--- src/sv/cqrp_pkg.sv ---
// Shared types and codes for the circular queue with rear removal.
`default_nettype none
package cqrp_pkg;

    // Operation codes carried by each input beat; codes above FN_POPREAR do nothing.
    localparam logic [2:0] FN_NONE    = 3'd0;
    localparam logic [2:0] FN_CLEAR   = 3'd1;
    localparam logic [2:0] FN_ENQ     = 3'd2;
    localparam logic [2:0] FN_DEQ     = 3'd3;
    localparam logic [2:0] FN_POPREAR = 3'd4;

    localparam int unsigned WORD_W = 32;

    typedef enum logic [1:0] {
        ST_IDLE,
        ST_EXEC,
        ST_READ,
        ST_RESP
    } t_state;

    // Commands from the controller to the datapath.
    typedef struct packed {
        logic accept;
        logic exec;
        logic load;
    } t_cmd;

endpackage
`default_nettype wire

--- src/sv/cqrp_ram.sv ---
// Generic RAM with one write port and two registered read ports.
`default_nettype none
module cqrp_ram #(
    parameter int unsigned WIDTH = 32,
    parameter int unsigned DEPTH = 16
) (
    input  wire logic                     i_clk,
    input  wire logic                     i_we,
    input  wire logic [$clog2(DEPTH)-1:0] i_waddr,
    input  wire logic [WIDTH-1:0]         i_wdata,
    input  wire logic [$clog2(DEPTH)-1:0] i_raddr_a,
    input  wire logic [$clog2(DEPTH)-1:0] i_raddr_b,
    output logic      [WIDTH-1:0]         o_rdata_a,
    output logic      [WIDTH-1:0]         o_rdata_b
);

    logic [WIDTH-1:0] r_mem [DEPTH];

    always_ff @(posedge i_clk) begin
        if (i_we) begin
            r_mem[i_waddr] <= i_wdata;
        end
        o_rdata_a <= r_mem[i_raddr_a];
        o_rdata_b <= r_mem[i_raddr_b];
    end

endmodule
`default_nettype wire

--- src/sv/cqrp_ctrl.sv ---
// Sequencer that steps one operation through execute, read and respond phases.
`default_nettype none
module cqrp_ctrl (
    input  wire logic   i_clk,
    input  wire logic   i_rst_n,
    input  wire logic   i_start,
    output logic        o_busy,
    output cqrp_pkg::t_cmd o_cmd
);

    cqrp_pkg::t_state r_state;
    cqrp_pkg::t_state n_state;

    always_ff @(posedge i_clk) begin
        if (!i_rst_n) begin
            r_state <= cqrp_pkg::ST_IDLE;
        end else begin
            r_state <= n_state;
        end
    end

    always_comb begin
        n_state      = r_state;
        o_cmd        = '0;
        o_busy       = 1'b1;
        unique case (r_state)
            cqrp_pkg::ST_IDLE: begin
                o_busy = 1'b0;
                if (i_start) begin
                    o_cmd.accept = 1'b1;
                    n_state      = cqrp_pkg::ST_EXEC;
                end
            end
            cqrp_pkg::ST_EXEC: begin
                o_cmd.exec = 1'b1;
                n_state    = cqrp_pkg::ST_READ;
            end
            // The RAM samples the updated front and rear addresses here.
            cqrp_pkg::ST_READ: begin
                n_state = cqrp_pkg::ST_RESP;
            end
            cqrp_pkg::ST_RESP: begin
                o_cmd.load = 1'b1;
                n_state    = cqrp_pkg::ST_IDLE;
            end
            default: begin
                n_state = cqrp_pkg::ST_IDLE;
            end
        endcase
    end

endmodule
`default_nettype wire

--- src/sv/cqrp_dp.sv ---
// Pointers, count, slot storage and result registers of the queue.
`default_nettype none
module cqrp_dp #(
    parameter int unsigned CAPACITY = 16
) (
    input  wire logic                          i_clk,
    input  wire logic                          i_rst_n,
    input  wire cqrp_pkg::t_cmd                i_cmd,
    input  wire logic [2:0]                    i_func,
    input  wire logic [cqrp_pkg::WORD_W-1:0]   i_push_value,
    output logic                               o_valid,
    output logic      [cqrp_pkg::WORD_W-1:0]   o_removed_value,
    output logic                               o_removed_valid,
    output logic      [$clog2(CAPACITY+1)-1:0] o_occupancy,
    output logic      [cqrp_pkg::WORD_W-1:0]   o_head_value,
    output logic      [cqrp_pkg::WORD_W-1:0]   o_tail_value,
    output logic                               o_is_empty,
    output logic                               o_is_full,
    output logic                               o_overflow
);

    localparam int unsigned AW = $clog2(CAPACITY);
    localparam int unsigned CW = $clog2(CAPACITY + 1);
    localparam int unsigned W  = cqrp_pkg::WORD_W;
    localparam logic [AW-1:0] LAST_IDX = AW'(CAPACITY - 1);
    localparam logic [CW-1:0] FULL_CNT = CW'(CAPACITY);

    logic [AW-1:0] r_head, n_head;
    logic [AW-1:0] r_tail, n_tail;
    logic [CW-1:0] r_count, n_count;
    logic [2:0]    r_func;
    logic [W-1:0]  r_push;
    logic [W-1:0]  r_removed, n_removed;
    logic          r_rvalid, n_rvalid;
    logic          r_ovf, n_ovf;
    logic [W-1:0]  r_head_val;
    logic [W-1:0]  r_tail_val;
    logic          r_valid;

    logic          we;
    logic [AW-1:0] tail_prev;
    logic [AW-1:0] head_next;
    logic [AW-1:0] tail_next;
    logic [W-1:0]  rd_head;
    logic [W-1:0]  rd_tail;
    logic          is_empty;

    assign is_empty  = (r_count == '0);
    assign head_next = (r_head == LAST_IDX) ? '0 : r_head + AW'(1);
    assign tail_next = (r_tail == LAST_IDX) ? '0 : r_tail + AW'(1);
    assign tail_prev = (r_tail == '0) ? LAST_IDX : r_tail - AW'(1);

    // Removals take their word from the front and rear values cached by the
    // previous operation, so only the write and the two refresh reads touch the RAM.
    always_comb begin
        n_head    = r_head;
        n_tail    = r_tail;
        n_count   = r_count;
        n_removed = '0;
        n_rvalid  = 1'b0;
        n_ovf     = 1'b0;
        we        = 1'b0;
        case (r_func)
            cqrp_pkg::FN_CLEAR: begin
                n_head  = '0;
                n_tail  = '0;
                n_count = '0;
            end
            cqrp_pkg::FN_ENQ: begin
                if (r_count == FULL_CNT) begin
                    n_ovf = 1'b1;
                end else begin
                    we      = i_cmd.exec;
                    n_tail  = tail_next;
                    n_count = r_count + CW'(1);
                end
            end
            cqrp_pkg::FN_DEQ: begin
                if (!is_empty) begin
                    n_removed = r_head_val;
                    n_rvalid  = 1'b1;
                    n_head    = head_next;
                    n_count   = r_count - CW'(1);
                end
            end
            cqrp_pkg::FN_POPREAR: begin
                if (!is_empty) begin
                    n_removed = r_tail_val;
                    n_rvalid  = 1'b1;
                    n_tail    = tail_prev;
                    n_count   = r_count - CW'(1);
                end
            end
            default: begin
            end
        endcase
    end

    cqrp_ram #(
        .WIDTH (W),
        .DEPTH (CAPACITY)
    ) u_ram (
        .i_clk     (i_clk),
        .i_we      (we),
        .i_waddr   (r_tail),
        .i_wdata   (r_push),
        .i_raddr_a (r_head),
        .i_raddr_b (tail_prev),
        .o_rdata_a (rd_head),
        .o_rdata_b (rd_tail)
    );

    always_ff @(posedge i_clk) begin
        if (!i_rst_n) begin
            r_head  <= '0;
            r_tail  <= '0;
            r_count <= '0;
            r_valid <= 1'b0;
        end else begin
            r_valid <= i_cmd.load;
            if (i_cmd.exec) begin
                r_head  <= n_head;
                r_tail  <= n_tail;
                r_count <= n_count;
            end
        end
    end

    always_ff @(posedge i_clk) begin
        if (i_cmd.accept) begin
            r_func <= i_func;
            r_push <= i_push_value;
        end
        if (i_cmd.exec) begin
            r_removed <= n_removed;
            r_rvalid  <= n_rvalid;
            r_ovf     <= n_ovf;
        end
        if (i_cmd.load) begin
            r_head_val <= is_empty ? '0 : rd_head;
            r_tail_val <= is_empty ? '0 : rd_tail;
        end
    end

    assign o_valid         = r_valid;
    assign o_removed_value = r_removed;
    assign o_removed_valid = r_rvalid;
    assign o_occupancy     = r_count;
    assign o_head_value    = r_head_val;
    assign o_tail_value    = r_tail_val;
    assign o_is_empty      = is_empty;
    assign o_is_full       = (r_count == FULL_CNT);
    assign o_overflow      = r_ovf;

endmodule
`default_nettype wire

--- src/sv/circular_queue_with_rear_pop_top.sv ---
// Top level of the ring-buffer queue with front dequeue and rear removal.
// An operation is taken when start is high and busy is low; busy then stays high
// through the execute, read and respond steps, and the result beat follows the
// respond step, marked by o_valid for exactly one cycle, so operations never
// overlap. These steps are set by the slot RAM: the operation's write lands
// first, then the RAM's registered read fetches the new front and rear words,
// then the result is registered. The result cannot be stalled and must be taken
// in the cycle o_valid is high; a new start may be issued in that same cycle. An
// enqueue into a full queue is dropped and reported as overflow.
`default_nettype none
module circular_queue_with_rear_pop_top #(
    parameter int unsigned CAPACITY = 16
) (
    input  wire logic                          i_clk,
    input  wire logic                          i_rst_n,
    input  wire logic                          start,
    output logic                               busy,
    input  wire logic [2:0]                    i_func,
    input  wire logic signed [31:0]            i_push_value,
    output logic                               o_valid,
    output logic signed [31:0]                 o_removed_value,
    output logic                               o_removed_valid,
    output logic      [$clog2(CAPACITY+1)-1:0] o_occupancy,
    output logic signed [31:0]                 o_head_value,
    output logic signed [31:0]                 o_tail_value,
    output logic                               o_is_empty,
    output logic                               o_is_full,
    output logic                               o_overflow
);

    cqrp_pkg::t_cmd cmd;

    cqrp_ctrl u_ctrl (
        .i_clk   (i_clk),
        .i_rst_n (i_rst_n),
        .i_start (start),
        .o_busy  (busy),
        .o_cmd   (cmd)
    );

    cqrp_dp #(
        .CAPACITY (CAPACITY)
    ) u_dp (
        .i_clk           (i_clk),
        .i_rst_n         (i_rst_n),
        .i_cmd           (cmd),
        .i_func          (i_func),
        .i_push_value    (i_push_value),
        .o_valid         (o_valid),
        .o_removed_value (o_removed_value),
        .o_removed_valid (o_removed_valid),
        .o_occupancy     (o_occupancy),
        .o_head_value    (o_head_value),
        .o_tail_value    (o_tail_value),
        .o_is_empty      (o_is_empty),
        .o_is_full       (o_is_full),
        .o_overflow      (o_overflow)
    );

endmodule
`default_nettype wire

--- config.mk ---
export PLATFORM = sky130hd
export DESIGN_NAME = circular_queue_with_rear_pop_top
export DESIGN_NICKNAME = d
export VERILOG_FILES = /design/src/sv/cqrp_pkg.sv /design/src/sv/cqrp_ram.sv /design/src/sv/cqrp_ctrl.sv /design/src/sv/cqrp_dp.sv /design/src/sv/circular_queue_with_rear_pop_top.sv
export SDC_FILE = /design/constraint.sdc
export NUM_CORES = 1
export LEC_CHECK = 0
export ABC_AREA = 0
export BUFFER_PORTS_ARGS = -buffer_cell sky130_fd_sc_hd__buf_2
export CAP_MARGIN = 20
export CORE_MARGIN = 5
export CORE_UTILIZATION = 58
export CTS_BUF_LIST = sky130_fd_sc_hd__clkbuf_4
export DETAILED_ROUTE_END_ITERATION = 10
export PLACE_DENSITY = 0.9
export SETUP_SLACK_MARGIN = 0.15
export SLEW_MARGIN = 10
export SYNTH_ARGS = -nofsm -noshare
export SYNTH_HDL_FRONTEND = slang
export SYNTH_SLANG_ARGS = --single-unit
--- constraint.sdc ---
create_clock -name i_clk -period 4.6 [get_ports i_clk]
set_clock_uncertainty 0.1 [all_clocks]
set_input_delay 0.92 -clock i_clk [delete_from_list [all_inputs] [get_ports i_clk]]
set_output_delay 0.92 -clock i_clk [all_outputs]
set_load 0.02 [all_outputs]
==> key figures, run 1 <==
STA
  – Final period util: approximately 81%
  – Setup TNS: 0 ps
  – Min Tclk post-route: about 3700 ps
  – RSZ-0062 raised after global routing: no
  – Setup slack after layout: between 800 and 900 ps
  – Final Hold Vio Count: 0
  – Max-slew headroom at the worst pin: 24.9%
  – # setup viols final: 0
  – Hold WS: between 150 and 200 ps
  – Worst Tran Pin Value: 1130 ps
  – Final Slew Violations: 0
  – FMAX: 269 MHz

Die
  – Die Span X: about 240 um
  – Core Region: 52600 um2
  – Top Ports: 145
  – DIE AREA: 57700 um2
  – Row cnt: 84
  – Initial core utilization: 58.5%
  – Die outline height: approximately 240 um

Layout
  – Filler cell count: 3230
  – Final instance area: about 35000 um2
  – Area Growth Syn to Fin: 14.3%
  – Commonest cells after routing, fill and taps aside: edfxtp_1 (645), clkbuf_4 (268), mux4_2 (256)
  – Share of layout cells above drive strength 1: 38.3%
  – Final net count: 1941
  – Commonest non-fill, non-tap cell in the layout: edfxtp_1

Placed design
  – I/O Buffers: 144
  – Final GP Congestion: about 0.93
  – DP Area: about 32000 um2
  – Hpwl dp: ~45 mm
  – Pre-CTS WS: 1000 ps

Routing
  – 1st-iter DRT viols: 2785
  – DR DRC count: 0
  – Vias per cell: between 6 and 7
  – Via count: 18500
  – DRT antenna net count: 0
  – Avg WL per Cell: 28.4 um
  – Routed WL: about 77 mm
  – Pre-Repair DR Iteration Count: 6

Synthesis
  – Most used flip-flop cell after synthesis: edfxtp_1
  – FFs w/ async S/R, synth: 0%
  – Mapped Area: 30700 um2
  – Net Count, Synth: 1651
  – Syn Inst Count: 1599
  – Mapped Avg Cell Area: between 15 and 20 um2
  – Post-synthesis cell type count: 70
  – Seq cells post-synth: between 700 and 800
  – Post-synth EDFFs: 645
  – Post-synthesis sequential area ratio: around two thirds
  – Synth warn: 0

Pwr
  – Clock power frac: 34.4%
  – Sequential share of power: 52.8%
  – Internal power: 11.4 mW
  – Net Sw Frac: 27.1%
  – Total Power: 15.7 mW
  – Pwr dens: 446 nW/um2
  – Leakage: 11.6 nW
  – Worst vdd ir: 0.209 mV
  – Comb pwr share: around 13%
  – Switch Pwr: 4.25 mW

Run status
  – Outcome: finished, final reports clean

Run
  – Max-cap violation count: 0

CTS
  – Clk sinks: 725
  – Setup Buffers After CTS: 0
  – Htree depth: 4
  – CTS resizes: 0
  – CTS Hold Bufs: 35
  – CTS tree: yes
  – Clk root buf: clkbuf_4
  – Clock Path Buffers: 3
  – Worst-path clk slew: 70 ps
  – Num CTS Buffers: 171
  – Skew-Pair Late Insertion Delay: 1030 ps

Global route
  – First-pass GRT wire length: around 120 mm
  – Vias in the first global route: 19400
  – Gr ovfl total: 0
  – Largest net degree at the start of global routing: 66
  – GRT Total Usage: 27.3%
  – Initial antenna violation count: 2

Setup path
  – Critical Path AT: 4480 ps
  – Crit path kind: flip-flop to flip-flop
  – Crit path required time: approximately 5400 ps
  – Crit Path Max Fanout: 23
  – CP Capture Type: flip-flop
  – Setup crit start kind: flip-flop

Min path
  – Worst Hold Class: input port to flip-flop
-- per-stage QoR --
stage               instances  utilization [%]
floorplan                1599                -
global placement         2368             61.7
detailed placement       2368             61.7
CTS                      2720             66.8
global route             2724             66.8
finish                   2725             66.9
-- cell families (layout without fill, tap and decap cells) --
family | count (synthesis) | in the layout | share of synthesized area, %
DFF | 725 | 725 | 68.2
AOI/OAI and AO/OA | 213 | 213 | 4.94
adders and majority gates | 14 | 14 | 0.594
xor gates and xnor gates | 5 | 5 | 0.142
other | 0 | 4 | 0
buffers and inverters | 125 | 559 | 2.01
and+or+nand+nor | 234 | 234 | 3.96
muxes | 283 | 283 | 20.1
-- worst max-delay path, cell delays in order (launching register included) --
cell     delay (ps)
dfxtp_1        1070
nor3b_2         370
nor2_4          890
buf_12          270
mux4_2          520
a22oi_1         240
nand2_1          80
-- routing by layer --
metal  vias to the layer above  routed length (um)  track usage (%)
met5                         -                   0                0
met4                         0                2650             11.2
met1                      9213               26500             35.4
li1                       7398                   -                -
met3                       257               10800             9.22
met2                      1590               37500             43.1
-- synthesized netlist by cell type (all sizes together), types with 6 or more instances --
library cell / count / share of area [%]
a221oi: 13 / 0.37
mux4: 265 / 20
and2: 7 / 0.14
edfxtp: 645 / 63
a21oi: 29 / 0.47
a21o: 6 / 0.15
mux2i: 14 / 0.46
a22o: 7 / 0.20
dfxtp: 80 / 5.2
nor2: 71 / 0.89
ha: 13 / 0.53
nor2b: 68 / 1.4
buf: 44 / 1.0
and3: 6 / 0.12
a211oi: 11 / 0.27
o22ai: 6 / 0.12
o21ai: 24 / 0.40
nand2: 48 / 0.64
a22oi: 77 / 1.9
inv: 12 / 0.15
clkbuf: 68 / 0.83
-- final timing paths --
| check | from | end | slack [ps] | cells after the start |
|---|---|---|---|---|
| worst max-delay path | u_dp.r_tail[2]$_SDFFE_PN0P_ | u_dp.u_ram.o_rdata_b[8]$_DFF_P_ | 880 | 6 |
| worst min-delay path | i_rst_n | u_dp.o_occupancy[3]$_SDFFE_PN0P_ | 160 | 2 |
| worst max register to register | u_dp.r_tail[2]$_SDFFE_PN0P_ | u_dp.u_ram.o_rdata_b[8]$_DFF_P_ | 880 | 6 |
| worst min register to register | u_dp.u_ram.o_rdata_a[5]$_DFF_P_ | u_dp.o_head_value[5]$_SDFFCE_PP0P_ | 400 | 1 |
-- registers in the layout, indices dropped and copies added (netlist names) --
register and count:
u_ctrl.r_state 2, u_dp.u_ram.o_rdata_b 32, u_dp.r_push 32, u_dp.u_ram.r_mem 512, u_dp.o_head_value 32, u_dp.o_removed_valid 1, u_dp.o_valid 1, u_dp.o_occupancy 5
u_dp.o_overflow 1, u_dp.o_removed_value 32, u_dp.r_tail 4, u_dp.r_func 3, u_dp.u_ram.o_rdata_a 32, u_dp.r_head 4, u_dp.o_tail_value 32
-- cell type report --
type	instances	area [um2]	share of cell area (%)
diodes	4	10.0	0.0285
clock buffers	268	2010	5.73
clock inverters	49	313	0.890
inverters	13	48.8	0.139
multi-input cells	749	9330	26.6
flip-flops and latches	725	21000	59.7
well taps	688	861	2.45
repair buffers	229	1580	4.49
-- power by group through the flow --
stage | sequential, mW | combinational, mW | clock [mW]
6_report | 8.29 | 2.00 | 5.39
4_1_cts | 8.27 | 1.97 | 5.47
5_1_grt | 8.33 | 2.11 | 5.90
2_1_floorplan | 8.40 | 1.07 | 0
3_5_place_dp | 8.41 | 1.94 | 0
3_3_place_gp | 8.36 | 1.87 | 0
Power figures use the tool's default switching activity.
==> inputs of run 2 (changes only) <==
--- a/config.mk
+++ b/config.mk
@@ -9,10 +9,10 @@
 export BUFFER_PORTS_ARGS = -buffer_cell sky130_fd_sc_hd__buf_2
 export CAP_MARGIN = 20
 export CORE_MARGIN = 5
-export CORE_UTILIZATION = 58
+export CORE_UTILIZATION = 60
 export CTS_BUF_LIST = sky130_fd_sc_hd__clkbuf_4
 export DETAILED_ROUTE_END_ITERATION = 10
-export PLACE_DENSITY = 0.9
+export PLACE_DENSITY = 0.89
 export SETUP_SLACK_MARGIN = 0.15
 export SLEW_MARGIN = 10
 export SYNTH_ARGS = -nofsm -noshare
==> constraint.sdc (replaced) <==
create_clock -name i_clk -period 3.61 [get_ports i_clk]
set_clock_uncertainty 0.1 [all_clocks]
set_input_delay 0.722 -clock i_clk [delete_from_list [all_inputs] [get_ports i_clk]]
set_output_delay 0.722 -clock i_clk [all_outputs]
set_load 0.02 [all_outputs]
==> run 2 against run 1 <==
  * Cell count grew 0.37%
  * Sequential cell count unchanged
  * Wire length rose by 4.0%
  * Clock power increased by 23%
  * Design area grew 0.34%
  * Core utilization rose by 2.3 points
  * Hold slack worse by 45 ps
  * Die area decreased by 3.2%
  * Sequential power grew 27%
  * First-iteration DRC count shrank 1.4%
  * Critical path type is now flip-flop to output port
  * Highest routed layer is now met5
==> key figures, run 2 (synthesis gave the netlist of run 1 again) <==
Run
  – Max-cap violation count: 0 (unchanged)

Die
  – Initial core utilization: 60.3% (+1.8 points)
  – DIE AREA: 55900 um2 (-3.2%)
  – Row cnt: 83 (-1.2%)
  – Die Span X: 236 um (-1.6%)
  – Top Ports: 145 (unchanged)
  – Die outline height: 236 um (-1.6%)
  – Core Region: 51000 um2 (-3.0%)

Pwr
  – Comb pwr share: 13.1% (+0.3 points)
  – Internal power: 14.4 mW (+26%)
  – Worst vdd ir: 0.330 mV (+58%)
  – Leakage: 11.7 nW (+0.86%)
  – Pwr dens: 562 nW/um2 (+26%)
  – Net Sw Frac: 27.3% (+0.20 points)
  – Sequential share of power: 53.3% (+0.5 points)
  – Clock power frac: 33.6% (-0.8 points)
  – Switch Pwr: 5.40 mW (+27%)

Min path
  – Hold Path Cell Cnt: 3 (+1)
  – Hold path endpoint: u_ctrl.r_state[0]$_SDFFE_PN0P_
  – Min-delay src: start
  – Worst Hold Class: input port to flip-flop

Routing
  – Avg WL per Cell: 29.5 um (+3.7%)
  – Vias per cell: 6.92 (+2.2%)
  – DRT antenna net count: 0 (unchanged)
  – Routed WL: 80.6 mm (+4.0%)
  – Via count: 18900 (+2.5%)
  – Pre-Repair DR Iteration Count: 6 (unchanged)
  – DR DRC count: 0 (unchanged)
  – 1st-iter DRT viols: 2746 (-1.4%)

Global route
  – First-pass GRT wire length: 119 mm (+2.5%)
  – GRT Total Usage: 28.6% (+1.3 points)
  – Initial antenna violation count: 3 (+1)
  – Vias in the first global route: 19200 (-0.78%)
  – Largest net degree at the start of global routing: 96 (+45%)
  – Gr ovfl total: 0 (unchanged)

STA
  – Final period util: 91.2%
  – RSZ-0062 raised after global routing: no
  – Min Tclk post-route: 3290 ps
  – Final Hold Vio Count: 0 (unchanged)
  – Hold WS: 119 ps (-44.8 ps)
  – Worst Tran Pin Value: 1140 ps (+16.7 ps)
  – Max-slew headroom at the worst pin: 23.9% (-1.0 points)
  – Final Slew Violations: 0 (unchanged)
  – FMAX: 304 MHz
  – # setup viols final: 0 (unchanged)

Placed design
  – Hpwl dp: 45.8 mm (+0.85%)
  – I/O Buffers: 144 (unchanged)
  – Final GP Congestion: 0.871 (-6.3%)
  – DP Area: 32600 um2 (+0.63%)

Setup path
  – Crit-path max cell delay: 590 ps (-480 ps)
  – Crit Path Max Fanout: 7 (-70%)
  – FF-to-FF setup slack: 490 ps (-390 ps)
  – Slowest CP cell: nor4_1
  – Depth of the most critical reg-to-reg path: 9 (+3)
  – Origin of the critical flop-to-flop path: u_dp.r_tail[1]$_SDFFE_PN0P_
  – Crit path launch: u_dp.o_occupancy[0]$_SDFFE_PN0P_
  – CP delay by family, top: simple AND/OR/NAND/NOR gates
  – Crit path buf inv count: 2 (+1)
  – R2r endpoint: u_dp.u_ram.o_rdata_b[6]$_DFF_P_
  – Crit path kind: flip-flop to output port
  – CP Capture Type: output port
  – Crit path required time: 2790 ps (-2570 ps)
  – Setup crit start kind: flip-flop
  – CP cell instances: nor4_1 -> nand2_1 -> inv_1 -> buf_2
  – Critical Path AT: 2470 ps (-2010 ps)

CTS
  – Clk sinks: 725 (unchanged)
  – Num CTS Buffers: 171 (unchanged)
  – Clock Path Buffers: 3 (unchanged)
  – Htree depth: 4 (unchanged)
  – CTS resizes: 0 (unchanged)
  – Worst-path clk slew: 70 ps (about the same)
  – Clk root buf: clkbuf_4
  – Skew-Pair Late Insertion Delay: 910 ps (-120 ps)
  – CTS tree: yes

Layout
  – Commonest non-fill, non-tap cell in the layout: edfxtp_1
  – Area Growth Syn to Fin: 14.7%
  – Number of flip-flops in the largest register: 512 (unchanged)
  – Commonest cells after routing, fill and taps aside: edfxtp_1 (645), clkbuf_4 (262), mux4_2 (256)
  – Final net count: 1961 (+1.0%)
  – Share of layout cells above drive strength 1: 38.7% (+0.39 points)
  – Final instance area: 35300 um2 (+0.34%)
  – Biggest register: u_dp.u_ram.r_mem

Run status
  – Outcome: finished, final reports clean
run 2: cell count changes in the layout (fill, tap and decap cells not counted), sizes merged, moves of 2 or more:
cell	delta
bufinv	-2
clkinv	+7
inv	+3
diode	-3
clkbuf	-6
buf	+19
run 2: worst reg2reg max path, stage by stage (launching register included):
cell,delay (ps)
dfxtp_1,430
inv_1,130
ha_2,190
buf_4,180
nor3b_2,180
nor2_4,540
buf_4,400
mux4_2,560
a22oi_1,220
nand2_1,70
run 2: through the flow:
stage	setup WS [ps]	instances	TNS, ps	utilization [%]	total power, mW
detailed placement	529	2380	0	64.0	13.2
CTS	320	2734	0	69.1	19.8
global route	241	2735	0	69.1	20.6
finish	317	2735	0	69.1	19.8
global placement	626	2380	0	64.0	13.1
floorplan	-162	1599	-62310	-	12.1
run 2: final cells by class:
type	count	area (um2)
multi-input cells	749	9330
flip-flops and latches	725	21000
diodes	1	2.50
inverters	13	48.8
clock inverters	56	287
repair buffers	249	1790
clock buffers	262	1970
fillers	2978	15700
well taps	680	851
run 2: power groups by stage:
stage / sequential [mW] / clock (mW) / combinational, mW
2_1_floorplan: 10.7 / 0 / 1.37
3_3_place_gp: 10.6 / 0 / 2.43
3_5_place_dp: 10.7 / 0 / 2.52
4_1_cts: 10.5 / 6.71 / 2.57
5_1_grt: 10.6 / 7.24 / 2.74
6_report: 10.5 / 6.65 / 2.60
run 2: timing repair:
item | in CTS | in global routing
hold buffers | 36 | 0
buffers inserted | 0 | 0
hold endpoints to repair | 38 | 0
run 2: how the worst max path moves through the flow:
| stage | to | slack [ps] | cells after the start |
|---|---|---|---|
| finish | o_is_full | 320 | 4 |
| detailed placement | u_dp.u_ram.o_rdata_b[6]$_DFF_P_ | 530 | 9 |
| global placement | u_dp.u_ram.o_rdata_b[6]$_DFF_P_ | 630 | 9 |
| floorplan | u_dp.u_ram.r_mem[12][0]$_DFFE_PP_ | -160 | 5 |
| global route | o_is_full | 240 | 4 |
| CTS | o_is_full | 320 | 4 |
run 2: metal layers:
metal / up-vias / track usage (%) / part of all wire (%)
met1: 9396 / 37.1 / 33
met4: 2 / 13.3 / 4.8
li1: 7441 / - / -
met3: 317 / 8.36 / 14
met5: - / 0 / 0.0087
met2: 1772 / 45.4 / 49
==> inputs of run 3 (changes only) <==
--- a/config.mk
+++ b/config.mk
@@ -6,7 +6,7 @@
 export NUM_CORES = 1
 export LEC_CHECK = 0
 export ABC_AREA = 0
-export BUFFER_PORTS_ARGS = -buffer_cell sky130_fd_sc_hd__buf_2
+export BUFFER_PORTS_ARGS = -buffer_cell sky130_fd_sc_hd__buf_4
 export CAP_MARGIN = 20
 export CORE_MARGIN = 5
 export CORE_UTILIZATION = 60
==> run 3 against run 2 <==
  * Cell count grew 0.15%
  * Register-to-register slack lost 180 ps
  * Power grew 1.2%
  * Worst setup slack lost 14 ps
  * Critical path depth is the same
  * First-iteration DRC count grew 0.91%
  * Combinational power grew 6%
  * Die area is the same
  * Clock-buffer cell count shrank 2
  * Via count shrank 0.79%
  * Hold slack gained 190 ps
  * Design area grew 1.3%
  * Largest cell class unchanged
  * Largest power group unchanged
==> key figures, run 3 (synthesis gave the netlist of run 1 again) <==
Setup path
  – R2r endpoint: u_dp.u_ram.r_mem[9][6]$_DFFE_PP_
  – CP Capture Type: output port
  – Critical Path AT: 2480 ps (about the same)
  – Origin of the critical flop-to-flop path: u_dp.r_func[2]$_DFFE_PP_
  – CP delay by family, top: simple AND/OR/NAND/NOR gates
  – Crit path buf inv count: 2 (unchanged)
  – FF-to-FF setup slack: 310 ps (-180 ps)
  – Depth of the most critical reg-to-reg path: 5 (-4)
  – Slowest CP cell: nor4_2
  – Setup crit start kind: flip-flop
  – Crit path kind: flip-flop to output port
  – Crit Path Max Fanout: 7 (unchanged)
  – Crit-path max cell delay: 480 ps (-110 ps)
  – Crit path launch: u_dp.o_occupancy[0]$_SDFFE_PN0P_
  – CP cell instances: nor4_2 -> nand2_1 -> inv_1 -> buf_4
  – Crit path required time: 2790 ps (about the same)

Global route
  – Vias in the first global route: 19300 (+0.58%)
  – First-pass GRT wire length: 121 mm (+1.7%)
  – Gr ovfl total: 0 (unchanged)
  – Initial antenna violation count: 2 (-1)
  – Largest net degree at the start of global routing: 81 (-16%)
  – GRT Total Usage: 29.1% (+0.53 points)

STA
  – Min Tclk post-route: 3310 ps (+13.6 ps)
  – Final period util: 91.6% (+0.38 points)
  – # setup viols final: 0 (unchanged)
  – Max-slew headroom at the worst pin: 31.5% (+7.6 points)
  – Final Hold Vio Count: 0 (unchanged)
  – RSZ-0062 raised after global routing: no
  – Setup slack after layout: 303 ps (-13.6 ps)
  – FMAX: 302 MHz (-0.41%)
  – Final Slew Violations: 0 (unchanged)
  – Worst Tran Pin Value: 1030 ps (-115 ps)

Pwr
  – Internal power: 14.6 mW (+1.2%)
  – Clock power frac: 33.5% (about the same)
  – Pwr dens: 561 nW/um2 (about the same)
  – Leakage: 11.9 nW (+1.1%)
  – Worst vdd ir: 0.304 mV (-7.9%)
  – Total Power: 20.0 mW (+1.2%)
  – Switch Pwr: 5.47 mW (+1.2%)
  – Comb pwr share: 13.8% (+0.7 points)
  – Sequential share of power: 52.7% (-0.6 points)
  – Net Sw Frac: 27.3% (about the same)

CTS
  – Num CTS Buffers: 172 (+0.58%)
  – Worst-path clk slew: 80 ps (about the same)
  – Clk sinks: 725 (unchanged)
  – CTS tree: yes
  – Skew-Pair Late Insertion Delay: 1030 ps (+120 ps)
  – Htree depth: 4 (unchanged)
  – Clock Path Buffers: 3 (unchanged)
  – Clk root buf: clkbuf_4

Routing
  – Routed WL: 81.2 mm (+0.82%)
  – DRT antenna net count: 0 (unchanged)
  – DR DRC count: 0 (unchanged)
  – 1st-iter DRT viols: 2771 (+0.91%)
  – Via count: 18800 (-0.79%)
  – Avg WL per Cell: 29.7 um (+0.67%)
  – Pre-Repair DR Iteration Count: 6 (unchanged)
  – Vias per cell: 6.86 (-0.93%)

Die
  – Die outline height: 236 um (unchanged)
  – Row cnt: 83 (unchanged)
  – DIE AREA: 55900 um2 (unchanged)
  – Core Region: 51000 um2 (unchanged)
  – Die Span X: 236 um (unchanged)
  – Initial core utilization: 60.3% (unchanged)
  – Top Ports: 145 (unchanged)

Min path
  – Hold path endpoint: u_dp.r_push[5]$_DFFE_PP_
  – Min-delay src: i_push_value[5]
  – Hold Path Cell Cnt: 2 (-1)
  – Worst Hold Class: input port to flip-flop

Layout
  – Biggest register: u_dp.u_ram.r_mem
  – Non-filler cells, final: 2739 (+0.15%)
  – Share of layout cells above drive strength 1: 38.5% (-0.15 points)
  – Number of flip-flops in the largest register: 512 (unchanged)
  – Final instance area: 35700 um2 (+1.3%)
  – Final net count: 1965 (+0.20%)
  – Area Growth Syn to Fin: 16.1%
  – Commonest cells after routing, fill and taps aside: edfxtp_1 (645), clkbuf_4 (260), mux4_2 (256)
  – Filler cell count: 2941 (-1.2%)
  – Commonest non-fill, non-tap cell in the layout: edfxtp_1

Run status
  – Outcome: finished, final reports clean

Placed design
  – I/O Buffers: 144 (unchanged)
  – Pre-CTS WS: 494 ps (-35.1 ps)
  – DP Area: 33000 um2 (+1.2%)
  – Final GP Congestion: 0.873 (+0.21%)
  – DP Cell Count: 2381 (+0.042%)
  – Hpwl dp: 46.8 mm (+2.1%)

Run
  – Max-cap violation count: 0 (unchanged)
run 3: cell count changes in the layout (fill, tap and decap cells not counted), moves of 2 or more:
cell,change
buf_2,-144
buf_4,+143
diode_2,+4
buf_12,+3
clkinv_1,+3
clkinv_2,-3
clkbuf_4,-2
inv_2,-2
run 3: layout make-up:
cell class	instances	area (um2)	area share (%)
sequential	725	21000	58.8
multi-input combinational	749	9330	26.1
timing repair buffer	252	2210	6.19
clock buffer	260	1950	5.47
tap	680	851	2.38
clock inverter	55	307	0.859
inverter	13	48.8	0.137
antenna	5	12.5	0.0351
run 3: per-layer routing:
metal / vias to the layer above / track usage [%] / part of all wire (%)
li1: 7469 / - / -
met1: 9403 / 37.5 / 33
met2: 1608 / 46.2 / 49
met3: 295 / 10.1 / 14
met4: 4 / 12.1 / 3.9
met5: - / 0 / 0.052
run 3: worst max path at each step:
stage	to	slack [ps]	depth (start not counted)
2_1_floorplan	u_dp.u_ram.r_mem[12][0]$_DFFE_PP_	-160	5
3_3_place_gp	u_dp.u_ram.r_mem[14][15]$_DFFE_PP_	590	5
3_5_place_dp	u_dp.u_ram.r_mem[9][8]$_DFFE_PP_	490	5
4_1_cts	o_is_full	250	4
5_1_grt	o_is_full	160	4
6_report	o_is_full	300	4
run 3: worst register-to-register path, cell delays in order, from the launching register on:
cell,delay [ps]
edfxtp_1,540
nand2b_1,280
nor2_1,480
nand4_1,520
nor2_4,630
buf_4,390
run 3: metrics by stage:
step | utilization [%] | TNS (ps) | hold slack [ps]
global placement | 64.8 | 0 | 389
global route | 70.0 | 0 | 261
CTS | 70.0 | 0 | 240
floorplan | - | -62310 | 394
detailed placement | 64.8 | 0 | 404
finish | 70.0 | 0 | 307
run 3: power by group through the flow:
| stage | clock network (mW) | logic, mW | registers [mW] |
|---|---|---|---|
| after floorplan | 0 | 1.37 | 10.7 |
| after global placement | 0 | 2.56 | 10.7 |
| after detailed placement | 0 | 2.65 | 10.7 |
| after CTS | 6.82 | 2.72 | 10.5 |
| after global routing | 7.33 | 2.89 | 10.6 |
| final | 6.72 | 2.76 | 10.6 |
run 3: what timing repair did:
| action | CTS | global route |
|---|---|---|
| endpoints found under the setup margin | 2 | 0 |
| hold buffers | 37 | 0 |
| hold endpoints to repair | 40 | 0 |
| resized for setup | 1 | 0 |
| setup buffers | 1 | 0 |
